--- config.mk ---
export PLATFORM = sky130hd
export DESIGN_NAME = array_insert_delete_sort_average_core
export DESIGN_NICKNAME = d
export VERILOG_FILES = /design/src/hdl/aid_pkg.sv /design/src/hdl/aid_ram.sv /design/src/hdl/aid_div.sv /design/src/hdl/array_insert_delete_sort_average_core.sv
export SDC_FILE = /design/constraint.sdc
export NUM_CORES = 2
export LEC_CHECK = 0
export BUFFER_PORTS_ARGS = -buffer_cell sky130_fd_sc_hd__buf_2
export CAP_MARGIN = 10
export CORE_UTILIZATION = 25
export CTS_BUF_LIST = sky130_fd_sc_hd__clkbuf_8
export DETAILED_ROUTE_END_ITERATION = 6
export PLACE_DENSITY = 0.37
export SLEW_MARGIN = 20
export SYNTH_ARGS = -nofsm -noshare
export SYNTH_HDL_FRONTEND = slang
export SYNTH_HIERARCHICAL = 1
export SYNTH_SLANG_ARGS = --single-unit
export TNS_END_PERCENT = 5
--- constraint.sdc ---
create_clock -name clock -period 6.7 [get_ports clock]
set_clock_uncertainty 0.05 [all_clocks]
set_input_delay 0.67 -clock clock [delete_from_list [all_inputs] [get_ports clock]]
set_output_delay 0.67 -clock clock [all_outputs]
set_load 0.01 [all_outputs]
--- src/hdl/aid_pkg.sv ---
`timescale 1ns / 1ps
// ----------------------------------------------------------------------------
// aid_pkg
// shared codes and defaults for the word array core
// ----------------------------------------------------------------------------
package aid_pkg;

   localparam int DEPTH_DEFAULT = 32;
   localparam int WORD_W        = 32;

   localparam logic [2:0] OP_INSERT   = 3'd0;
   localparam logic [2:0] OP_APPEND   = 3'd1;
   localparam logic [2:0] OP_DELETE   = 3'd2;
   localparam logic [2:0] OP_SORT_ASC = 3'd3;
   localparam logic [2:0] OP_SORT_DSC = 3'd4;
   localparam logic [2:0] OP_AVERAGE  = 3'd5;
   localparam logic [2:0] OP_READ     = 3'd6;

   localparam logic [1:0] ST_OK    = 2'd0;
   localparam logic [1:0] ST_RANGE = 2'd1;
   localparam logic [1:0] ST_FULL  = 2'd2;
   localparam logic [1:0] ST_EMPTY = 2'd3;

endpackage

--- src/hdl/aid_ram.sv ---
`timescale 1ns / 1ps
// ----------------------------------------------------------------------------
// aid_ram
// word store, one write port and one registered read port
// ----------------------------------------------------------------------------
module aid_ram import aid_pkg::*; #(
   parameter int DEPTH = DEPTH_DEFAULT,
   parameter int AW    = $clog2(DEPTH)
) (
   input  logic                     clock,
   input  logic                     wr_en,
   input  logic [AW-1:0]            wr_addr,
   input  logic [WORD_W-1:0]        wr_data,
   input  logic [AW-1:0]            rd_addr,
   output logic signed [WORD_W-1:0] rd_data
);

   logic [WORD_W-1:0] mem [DEPTH];

   always_ff @(posedge clock) begin
      if (wr_en) begin
         mem[wr_addr] <= wr_data;
      end
      rd_data <= mem[rd_addr];
   end

endmodule

--- src/hdl/aid_div.sv ---
`timescale 1ns / 1ps
// ----------------------------------------------------------------------------
// aid_div
// unsigned restoring divider, one quotient bit per cycle
// ----------------------------------------------------------------------------
module aid_div import aid_pkg::*; #(
   parameter int SW = 38,
   parameter int CW = 6
) (
   input  logic          clock,
   input  logic          reset,
   input  logic          start,
   input  logic [SW-1:0] dividend,
   input  logic [CW-1:0] divisor,
   output logic          done,
   output logic [SW-1:0] quotient
);

   localparam int NW = $clog2(SW + 1);

   logic [NW-1:0] cnt_ff, cnt_in;
   logic          done_ff, done_in;
   logic [SW-1:0] q_ff, q_in;
   logic [CW-1:0] rem_ff, rem_in;
   logic [CW:0]   shifted;

   always_comb begin
      cnt_in  = cnt_ff;
      done_in = 1'b0;
      q_in    = q_ff;
      rem_in  = rem_ff;
      shifted = {rem_ff, q_ff[SW-1]};
      if (start) begin
         cnt_in = NW'(SW);
         q_in   = dividend;
         rem_in = '0;
      end else if (cnt_ff != '0) begin
         cnt_in  = cnt_ff - 1'b1;
         done_in = (cnt_ff == NW'(1));
         if (shifted >= {1'b0, divisor}) begin
            rem_in = CW'(shifted - {1'b0, divisor});
            q_in   = {q_ff[SW-2:0], 1'b1};
         end else begin
            rem_in = shifted[CW-1:0];
            q_in   = {q_ff[SW-2:0], 1'b0};
         end
      end
   end

   always_ff @(posedge clock) begin
      if (reset) begin
         cnt_ff  <= '0;
         done_ff <= 1'b0;
      end else begin
         cnt_ff  <= cnt_in;
         done_ff <= done_in;
      end
      q_ff   <= q_in;
      rem_ff <= rem_in;
   end

   assign done     = done_ff;
   assign quotient = q_ff;

endmodule

--- src/hdl/array_insert_delete_sort_average_core.sv ---
`timescale 1ns / 1ps
// ----------------------------------------------------------------------------
// array_insert_delete_sort_average_core
// ordered word array with insert, append, delete, sort, average and read
// ----------------------------------------------------------------------------
// usage:
//   a command is taken on a clock edge with start high and busy low; busy
//   stays high until the command has finished. every command gives one
//   response, shown for one cycle with rsp_strobe high; it cannot be held.
// command flow (n words held, all through the single word memory):
//   append, errors: answered straight from idle
//   read: one memory read; insert/delete: a read and a write per shifted word
//   average: read loop over all n words, then a bit-serial divider of
//     32 + count width steps; sort: insertion sort, a read and a write per
//     compare and move, worst for reverse ordered data
// a new command may be given in the cycle its predecessor's response shows.
// reset clears the word count and the control; memory contents are left.
// ----------------------------------------------------------------------------
module array_insert_delete_sort_average_core import aid_pkg::*; #(
   parameter int DEPTH = DEPTH_DEFAULT
) (
   input  logic               clock,
   input  logic               reset,
   input  logic               start,
   output logic               busy,
   input  logic [2:0]         req_operation,
   input  logic [5:0]         req_position,
   input  logic signed [31:0] req_value,
   output logic               rsp_strobe,
   output logic [1:0]         rsp_status,
   output logic [5:0]         rsp_count,
   output logic signed [31:0] rsp_data
);

   localparam int AW = $clog2(DEPTH);
   localparam int CW = $clog2(DEPTH + 1);
   localparam int XW = (CW > 6) ? CW : 6;
   localparam int SW = WORD_W + CW;

   localparam logic [3:0] S_IDLE    = 4'd0;
   localparam logic [3:0] S_INS_RD  = 4'd1;
   localparam logic [3:0] S_INS_WR  = 4'd2;
   localparam logic [3:0] S_DEL_RD  = 4'd3;
   localparam logic [3:0] S_DEL_WR  = 4'd4;
   localparam logic [3:0] S_SRT_KEY = 4'd5;
   localparam logic [3:0] S_SRT_KW  = 4'd6;
   localparam logic [3:0] S_SRT_RD  = 4'd7;
   localparam logic [3:0] S_SRT_CMP = 4'd8;
   localparam logic [3:0] S_AVG_RD  = 4'd9;
   localparam logic [3:0] S_AVG_ACC = 4'd10;
   localparam logic [3:0] S_AVG_DIV = 4'd11;
   localparam logic [3:0] S_RD_OUT  = 4'd12;

   logic [3:0]               state_ff, state_in;
   logic [CW-1:0]            count_ff, count_in;
   logic [CW-1:0]            idx_ff, idx_in;
   logic [CW-1:0]            j_ff, j_in;
   logic [XW-1:0]            pos_ff, pos_in;
   logic signed [WORD_W-1:0] val_ff, val_in;
   logic signed [WORD_W-1:0] key_ff, key_in;
   logic                     desc_ff, desc_in;
   logic signed [SW-1:0]     sum_ff, sum_in;
   logic                     strobe_ff, strobe_in;
   logic [1:0]               status_ff, status_in;
   logic signed [WORD_W-1:0] data_ff, data_in;

   logic                     wr_en;
   logic [AW-1:0]            wr_addr, rd_addr;
   logic [WORD_W-1:0]        wr_data;
   logic signed [WORD_W-1:0] rd_data;
   logic                     div_start, div_done;
   logic [SW-1:0]            div_mag, div_q, avg_full;
   logic                     sum_neg;
   logic [XW-1:0]            req_pos_x, count_x;
   logic                     full, empty;

   aid_ram #(.DEPTH(DEPTH), .AW(AW)) u_ram (
      .clock   (clock),
      .wr_en   (wr_en),
      .wr_addr (wr_addr),
      .wr_data (wr_data),
      .rd_addr (rd_addr),
      .rd_data (rd_data)
   );

   aid_div #(.SW(SW), .CW(CW)) u_div (
      .clock    (clock),
      .reset    (reset),
      .start    (div_start),
      .dividend (div_mag),
      .divisor  (count_ff),
      .done     (div_done),
      .quotient (div_q)
   );

   assign sum_neg   = sum_ff[SW-1];
   assign div_mag   = sum_neg ? SW'(-sum_ff) : SW'(sum_ff);
   assign avg_full  = sum_neg ? SW'(-div_q) : div_q;
   assign req_pos_x = XW'(req_position);
   assign count_x   = XW'(count_ff);
   assign full      = (count_ff == CW'(DEPTH));
   assign empty     = (count_ff == '0);

   always_comb begin
      state_in  = state_ff;
      count_in  = count_ff;
      idx_in    = idx_ff;
      j_in      = j_ff;
      pos_in    = pos_ff;
      val_in    = val_ff;
      key_in    = key_ff;
      desc_in   = desc_ff;
      sum_in    = sum_ff;
      strobe_in = 1'b0;
      status_in = status_ff;
      data_in   = data_ff;
      wr_en     = 1'b0;
      wr_addr   = '0;
      wr_data   = '0;
      rd_addr   = '0;
      div_start = 1'b0;

      case (state_ff)
         S_IDLE: begin
            if (start) begin
               pos_in    = req_pos_x;
               val_in    = req_value;
               status_in = ST_OK;
               data_in   = '0;
               case (req_operation)
                  OP_INSERT: begin
                     if (req_pos_x > count_x) begin
                        status_in = ST_RANGE;
                        strobe_in = 1'b1;
                     end else if (full) begin
                        status_in = ST_FULL;
                        strobe_in = 1'b1;
                     end else begin
                        idx_in   = count_ff;
                        state_in = S_INS_RD;
                     end
                  end
                  OP_APPEND: begin
                     strobe_in = 1'b1;
                     if (full) begin
                        status_in = ST_FULL;
                     end else begin
                        wr_en    = 1'b1;
                        wr_addr  = AW'(count_ff);
                        wr_data  = req_value;
                        count_in = count_ff + 1'b1;
                     end
                  end
                  OP_DELETE, OP_READ: begin
                     if (empty) begin
                        status_in = ST_EMPTY;
                        strobe_in = 1'b1;
                     end else if (req_pos_x >= count_x) begin
                        status_in = ST_RANGE;
                        strobe_in = 1'b1;
                     end else if (req_operation == OP_DELETE) begin
                        idx_in   = CW'(req_pos_x);
                        state_in = S_DEL_RD;
                     end else begin
                        rd_addr  = AW'(req_pos_x);
                        state_in = S_RD_OUT;
                     end
                  end
                  OP_SORT_ASC, OP_SORT_DSC: begin
                     desc_in  = (req_operation == OP_SORT_DSC);
                     idx_in   = CW'(1);
                     state_in = S_SRT_KEY;
                  end
                  OP_AVERAGE: begin
                     if (empty) begin
                        status_in = ST_EMPTY;
                        strobe_in = 1'b1;
                     end else begin
                        idx_in   = '0;
                        sum_in   = '0;
                        state_in = S_AVG_RD;
                     end
                  end
                  default: begin
                     strobe_in = 1'b1;
                  end
               endcase
            end
         end
         S_INS_RD: begin
            if (XW'(idx_ff) > pos_ff) begin
               rd_addr  = AW'(idx_ff - 1'b1);
               state_in = S_INS_WR;
            end else begin
               wr_en     = 1'b1;
               wr_addr   = AW'(pos_ff);
               wr_data   = val_ff;
               count_in  = count_ff + 1'b1;
               strobe_in = 1'b1;
               state_in  = S_IDLE;
            end
         end
         S_INS_WR: begin
            wr_en    = 1'b1;
            wr_addr  = AW'(idx_ff);
            wr_data  = rd_data;
            idx_in   = idx_ff - 1'b1;
            state_in = S_INS_RD;
         end
         S_DEL_RD: begin
            if (CW'(idx_ff + 1'b1) < count_ff) begin
               rd_addr  = AW'(idx_ff + 1'b1);
               state_in = S_DEL_WR;
            end else begin
               count_in  = count_ff - 1'b1;
               strobe_in = 1'b1;
               state_in  = S_IDLE;
            end
         end
         S_DEL_WR: begin
            wr_en    = 1'b1;
            wr_addr  = AW'(idx_ff);
            wr_data  = rd_data;
            idx_in   = idx_ff + 1'b1;
            state_in = S_DEL_RD;
         end
         S_SRT_KEY: begin
            if (idx_ff < count_ff) begin
               rd_addr  = AW'(idx_ff);
               state_in = S_SRT_KW;
            end else begin
               strobe_in = 1'b1;
               state_in  = S_IDLE;
            end
         end
         S_SRT_KW: begin
            key_in   = rd_data;
            j_in     = idx_ff;
            state_in = S_SRT_RD;
         end
         S_SRT_RD: begin
            if (j_ff != '0) begin
               rd_addr  = AW'(j_ff - 1'b1);
               state_in = S_SRT_CMP;
            end else begin
               wr_en    = 1'b1;
               wr_addr  = AW'(j_ff);
               wr_data  = key_ff;
               idx_in   = idx_ff + 1'b1;
               state_in = S_SRT_KEY;
            end
         end
         S_SRT_CMP: begin
            wr_en   = 1'b1;
            wr_addr = AW'(j_ff);
            if (desc_ff ? (key_ff > rd_data) : (rd_data > key_ff)) begin
               wr_data  = rd_data;
               j_in     = j_ff - 1'b1;
               state_in = S_SRT_RD;
            end else begin
               wr_data  = key_ff;
               idx_in   = idx_ff + 1'b1;
               state_in = S_SRT_KEY;
            end
         end
         S_AVG_RD: begin
            if (idx_ff < count_ff) begin
               rd_addr  = AW'(idx_ff);
               idx_in   = idx_ff + 1'b1;
               state_in = S_AVG_ACC;
            end else begin
               div_start = 1'b1;
               state_in  = S_AVG_DIV;
            end
         end
         S_AVG_ACC: begin
            sum_in   = sum_ff + SW'(rd_data);
            state_in = S_AVG_RD;
         end
         S_AVG_DIV: begin
            if (div_done) begin
               wr_en     = 1'b1;
               wr_addr   = '0;
               wr_data   = avg_full[WORD_W-1:0];
               data_in   = avg_full[WORD_W-1:0];
               count_in  = CW'(1);
               strobe_in = 1'b1;
               state_in  = S_IDLE;
            end
         end
         S_RD_OUT: begin
            data_in   = rd_data;
            strobe_in = 1'b1;
            state_in  = S_IDLE;
         end
         default: begin
            state_in = S_IDLE;
         end
      endcase
   end

   always_ff @(posedge clock) begin
      if (reset) begin
         state_ff  <= S_IDLE;
         count_ff  <= '0;
         strobe_ff <= 1'b0;
      end else begin
         state_ff  <= state_in;
         count_ff  <= count_in;
         strobe_ff <= strobe_in;
      end
      idx_ff    <= idx_in;
      j_ff      <= j_in;
      pos_ff    <= pos_in;
      val_ff    <= val_in;
      key_ff    <= key_in;
      desc_ff   <= desc_in;
      sum_ff    <= sum_in;
      status_ff <= status_in;
      data_ff   <= data_in;
   end

   assign busy       = (state_ff != S_IDLE);
   assign rsp_strobe = strobe_ff;
   assign rsp_status = status_ff;
   assign rsp_count  = 6'(count_ff);
   assign rsp_data   = data_ff;

endmodule

[Word-level counts from Yosys, hierarchy flattened]
Memory sizes are Yosys's and may differ from the RTL's. A register that Yosys moved wholly into a read port is not among the register bits.
Cells that the tools add are included.
Operators by class
  mux-type cells: 103
  reduce and logical (&&, ||, !) cells: 27
  eq/ne operators: 39
  add/sub/neg operators: 10
  magnitude comparators: 8
  bitwise gates (word level): 1
Operator list (number)
  $mux W32: 10
  $mux W38: 6
  $pmux W32 S6: 1
  $mux W6: 20
  $pmux W32 S3: 1
  $pmux W38 S2: 1
  $mux W5: 14
  $gt A32 B32 Y1: 2
  $pmux W5 S5: 2
  $pmux W4 S12: 1
  $pmux W6 S4: 2
  $add A38 B32 Y38: 1
  $neg A38 Y38: 1
  $mux W4: 9
  $pmux W6 S6: 1
  $neg A32 Y32: 1
  $sub A6 B1 Y6 const B: 4
  $mux W1: 21
  $eq A4 B4 Y1 const B: 5
  $ne A2 B2 Y1 const B: 9
  $ne A3 B3 Y1 const B: 6
  $reduce_bool A6 Y1: 3
  $eq A4 B3 Y1 const B: 4
  $pmux W4 S4: 1
  37 further kinds: 62
Storage, ports and cells
  output and inout port bits: 42
  memory bits (writable): 1024
  logic and storage cells: 206
  register bits after elaboration: 217
  input bits: 44
  memories: 1
Memory list
  u_ram.mem: words 32, width 32, rd ports 1, clocked after Yosys merged registers in 1, write ports 1, RTL line aid_ram.sv:18  | logic [WORD_W-1:0] mem [DEPTH];

[Logic depth before layout (Yosys ltp)]
  word-level depth: 7
  mapped depth: 20

[Hierarchy]
The synthesis kept the hierarchy.
By module, submodules not included
  aid_ram: cells an instance 2260, instances 1, sequential area each 31390.1 um2, area each 40492.6 um2
  array_insert_delete_sort_average_core: cells an instance 1403, instances 1, sequential area each 4874.7 um2, area each 12919.9 um2
  aid_div: cells an instance 192, instances 1, sequential area each 1401.3 um2, area each 2541.2 um2

[Least setup slack after synthesis]
OpenSTA, ideal clock, no wires.
  path type: flip-flop to flip-flop
  start: register state_ff[3]
  end: memory u_ram.mem[28][0], enable pin
  buffers on the path: 5
  slack: 1.404 ns
  period minus slack after synthesis: 5.296 ns
  arrival: 4.825 ns
  cell stages (with the launch flop): 15
  cells stage by stage: dfxtp_1 > clkbuf_1 > nor4_1 > nand2_1 > inv_2 > and3_1 > clkbuf_1 > and2_1 > clkbuf_1 > clkbuf_1 > nor3_1 > nand3_1 > or3b_2 > clkbuf_1 > nor2_1
On the way
  longest elaborated chain between the ends: 5
  elaborated cells on any way between the ends: 13
  classes of those cells: 6 x eq/ne; 4 x mux; 3 x reduce/logical
RTL lines
  start, declared: RTL line array_insert_delete_sort_average_core.sv:54  | logic [3:0] state_ff, state_in;
  start signal, assigned: RTL line array_insert_delete_sort_average_core.sv:308  | state_ff <= state_in;
  $eq A4 B4 Y1, or another cell as far along: RTL line array_insert_delete_sort_average_core.sv:123  | case (state_ff)
  $reduce_or A3 Y1 (no source line)
  $pmux W1 S5 (*): RTL line array_insert_delete_sort_average_core.sv:123
  via wr_en: RTL line array_insert_delete_sort_average_core.sv:67  | logic wr_en;
  $mux W1 (*): RTL line aid_ram.sv:21  | if (wr_en) begin
  $mux W1 (implied by the code) (*): RTL line aid_ram.sv:22  | mem[wr_addr] <= wr_data;
  end, declared: RTL line aid_ram.sv:18
The timed path passes the listed nets; every way through them passes the cells marked *.

[Worst setup path in the final report]
  start: register idx_ff[0]
  end: register u_ram.rd_data[21], read port of u_ram.mem
On the way
  longest elaborated chain between the ends: 4
  elaborated cells on any way between the ends: 9
  classes of those cells: 2 x add/sub; 3 x order compare; 4 x mux
RTL lines
  start, declared: RTL line array_insert_delete_sort_average_core.sv:56  | logic [CW-1:0] idx_ff, idx_in;
  start signal, assigned: RTL line array_insert_delete_sort_average_core.sv:312  | idx_ff <= idx_in;
  $add A6 B1 Y6: RTL line array_insert_delete_sort_average_core.sv:211  | if (CW'(idx_ff + 1'b1) < count_ff) begin
  $lt A6 B6 Y1: RTL line array_insert_delete_sort_average_core.sv:211
  $mux W5: RTL line array_insert_delete_sort_average_core.sv:211
  $pmux W5 S5 (*): RTL line array_insert_delete_sort_average_core.sv:123
  via rd_addr[2]: RTL line array_insert_delete_sort_average_core.sv:68  | logic [AW-1:0] wr_addr, rd_addr;
  end, declared: RTL line aid_ram.sv:15  | output logic signed [WORD_W-1:0] rd_data
Marked as above.
A chain may end at the register's enable or synchronous reset.

==> results.md <==
* Reg clk slew, reported paths at 0.06 ns
* Global-route wire length before repair at 267,800 um
* Setup CP Type: reg -> reg
* Register area at 37,670 um2
* Pwr Density at 360.9 nW/um2
* Final Cycle Share at 0.8339
* Initial antenna violation count at 5
* Grt ovf at 0
* Drt wl/cell at 26.03 um
* # resized after CTS at 0
* Fin. Hold Viols at 0
* Max-slew violations at 0
* Core area at 222,300 um2
* Crit path max fanout at 17
* H-tree Lvls at 4
* Post-DRT Antenna Nets at 0
* Outcome: finished with violations
* Worst path arrival time at 6.31 ns
* Filler cell count at 22,464
* Setup Viol. Count Final at 0
* Post-layout nets at 4,297
* Worst hold-check slack at 0.1688 ns
* DP Wirelength at 111,500 um
* Via-to-Cell Ratio at 4.728
* Initial Util at 0.2517
* Pin count of the biggest net entering global routing at 89
* Syn-to-layout area delta at 17.01%
* # Post-CTS Setup Buffers at 0
* Final core utilization at 0.2945
* Synth area leaders: edfxtp_1 (65%), mux2i_1 (9.4%), ha_1 (2.5%), dfxtp_1 (2.0%), a21oi_1 (1.7%)
* DIE AREA at 225,700 um2
* Syn_nets at 4,012
* Max-slew headroom at 0.2843
* Share of Yosys cell area claimed by the top area cell type at 0.6531
* #FFs+latches synth at 1,273
* Largest area contributor in the netlist: edfxtp_1
* Hold Path Class: in -> reg
* Worst setup EP type: flop
* CTS tree: done
* Max frequency at 0.1790 GHz
* Top FF cell, synth: edfxtp_1
* Clock sinks at 1,273
* Die height at 475.1 um
* Worst VDD drop at 0.1876 mV
* DR iter-0 viols at 2,554
* Netlist cell types at 77
* Die Span X at 475.1 um
* Std cell rows at 173
* Slew at the pin closest to its max-slew limit at 1.065 ns
* CTS hold repair buffers at 40
* Startpoint types: flop
* Reg2reg setup slack at 1.11 ns
* Pre-antenna DRT Iters at 7
* RSZ-0062 raised after global routing: false
* TritonCTS Buffers at 228
* Cell with the most instances after synthesis: edfxtp_1
* Most frequent cells after synthesis: edfxtp_1 (1,217), mux2i_1 (526), nand2_1 (235)
* Post-synth ARST share at 0
* Fin Setup TNS at 0 ns
* GPL Wtd Cong at 0.8192
* Seq/Total Area, Yosys at 0.6732
* Max Cap Viol at 0
* Avg Inst Size Synth at 14.51 um2
* Vias in the first global route at 35,028
* Multi-input gate area at 17,260 um2
* Synth warnings at 6
* Max Root-Sink Buffers at 3
* Worst-Skew Late Latency at 0.97 ns
* WP data required at 7.42 ns
* Violated checks: DRC
* Post-synth EDFFs at 1,217
* Min Tclk post-route at 5.587 ns
* Share of layout cells above drive strength 1 at 0.1450
* Buffers on Ports at 85
* Aggregate routed wire length at 190,500 um
* IO Count at 86
* Via count at 34,612
* Syn Inst Count at 3,855
* Drc violations at 5
* Overall Global Routing Usage at 0.1663
* Synthesized area at 55,950 um2
* Static Leak at 22.61 nW
* CTS root buffer: clkbuf_8
path summary, 6_finish.rpt:
| check | endpoint | depth (start not counted) | from |
|---|---|---|---|
| min | rsp_status[0] | 2 | req_operation[0] |
| max | u_ram/rd_data[21] | 18 | idx_ff[0] |
| min reg2reg | u_div/rem_ff[4] | 2 | u_div/rem_ff[4] |
| max reg2reg | u_ram/rd_data[21] | 18 | idx_ff[0] |
critical path, cell delays in order, from the launching register on:
cell	delay (ns)
edfxtp_1	0.56
inv_1	0.20
ha_1	0.41
ha_1	0.29
a21boi_0	0.13
o21a_1	0.22
o21a_1	0.16
o21a_1	0.16
o21a_1	0.19
or3_1	0.41
nor2_1	0.11
o21ai_0	0.09
o211ai_1	0.37
nor2b_4	0.85
buf_4	0.39
a22o_1	0.17
nor3_1	0.04
a31oi_1	0.44
nand3_1	0.12
registers in the layout, summed over array words and instances (netlist names):
signal / flops
desc_ff: 1
idx_ff: 6
j_ff: 6
key_ff: 32
pos_ff: 6
rsp_count: 6
rsp_data: 32
rsp_status: 2
rsp_strobe: 1
state_ff: 4
sum_ff: 38
u_div/cnt_ff: 6
u_div/done: 1
u_div/quotient: 38
u_div/rem_ff: 6
u_ram/mem: 1024
u_ram/rd_data: 32
val_ff: 32
routing by layer:
metal	track usage	vias up	share of wire
met3	0.02320	242	0.036
li1	-	15661	-
met4	0.03794	0	0.018
met2	0.2694	794	0.47
met1	0.2331	17915	0.48
met5	0	-	0
layout make-up:
cell class,count,share of cell area
diodes,7,0.0002676
clock buffers,250,0.05256
well taps,2975,0.05686
flip-flops and latches,1273,0.5753
repair buffers,262,0.03291
inverters,94,0.005389
multi-input cells,2281,0.2636
clock inverters,179,0.01307
cell families (layout without fill, tap and decap cells):
group	after synthesis	in the layout	synth area share
xor gates and xnor gates	117	117	0.01831
buffers and inverters	301	785	0.02551
AOI/OAI and AO/OA	770	770	0.09454
and+or+nand+nor	714	714	0.06044
muxes	567	567	0.1023
adders and majority gates	113	113	0.02567
other	0	7	0
DFF	1273	1273	0.6732
metrics by stage:
stage / instances / worst slack [ns] / total power [W] / cell area [um2]
global placement: 6845 / 1.229 / 0.01688 / 60750
global route: 7320 / 0.7539 / 0.02482 / 65470
CTS: 7314 / 1.124 / 0.02394 / 65450
floorplan: 3855 / 1.404 / 0.01445 / 55950
detailed placement: 6845 / 1.205 / 0.01685 / 60750
finish: 7321 / 1.113 / 0.02363 / 65470
placed cells by master (no fill, tap or decap), drive strengths merged, types with 15 or more instances in the layout:
cell / count
nand2: 235
nand3: 128
buf: 222
o21ai: 138
xnor2: 62
clkbuf: 250
nor4: 16
a22oi: 99
a22o: 64
nor3: 72
xor2: 55
a222oi: 36
clkinv: 44
nor2b: 15
mux2: 41
dfxtp: 56
inv: 227
a221o: 34
a21o: 50
a21oi: 187
ha: 110
o21a: 17
or4: 21
edfxtp: 1217
mux2i: 526
dlygate4sd3: 40
o31ai: 21
nor2: 141
a31oi: 41
power by group:
group | internal (W) | switching (W)
combinational | 0.00217 | 0.00386
sequential | 0.00990 | 0.000751
clock | 0.00349 | 0.00346
Power figures use the tool's default switching activity.
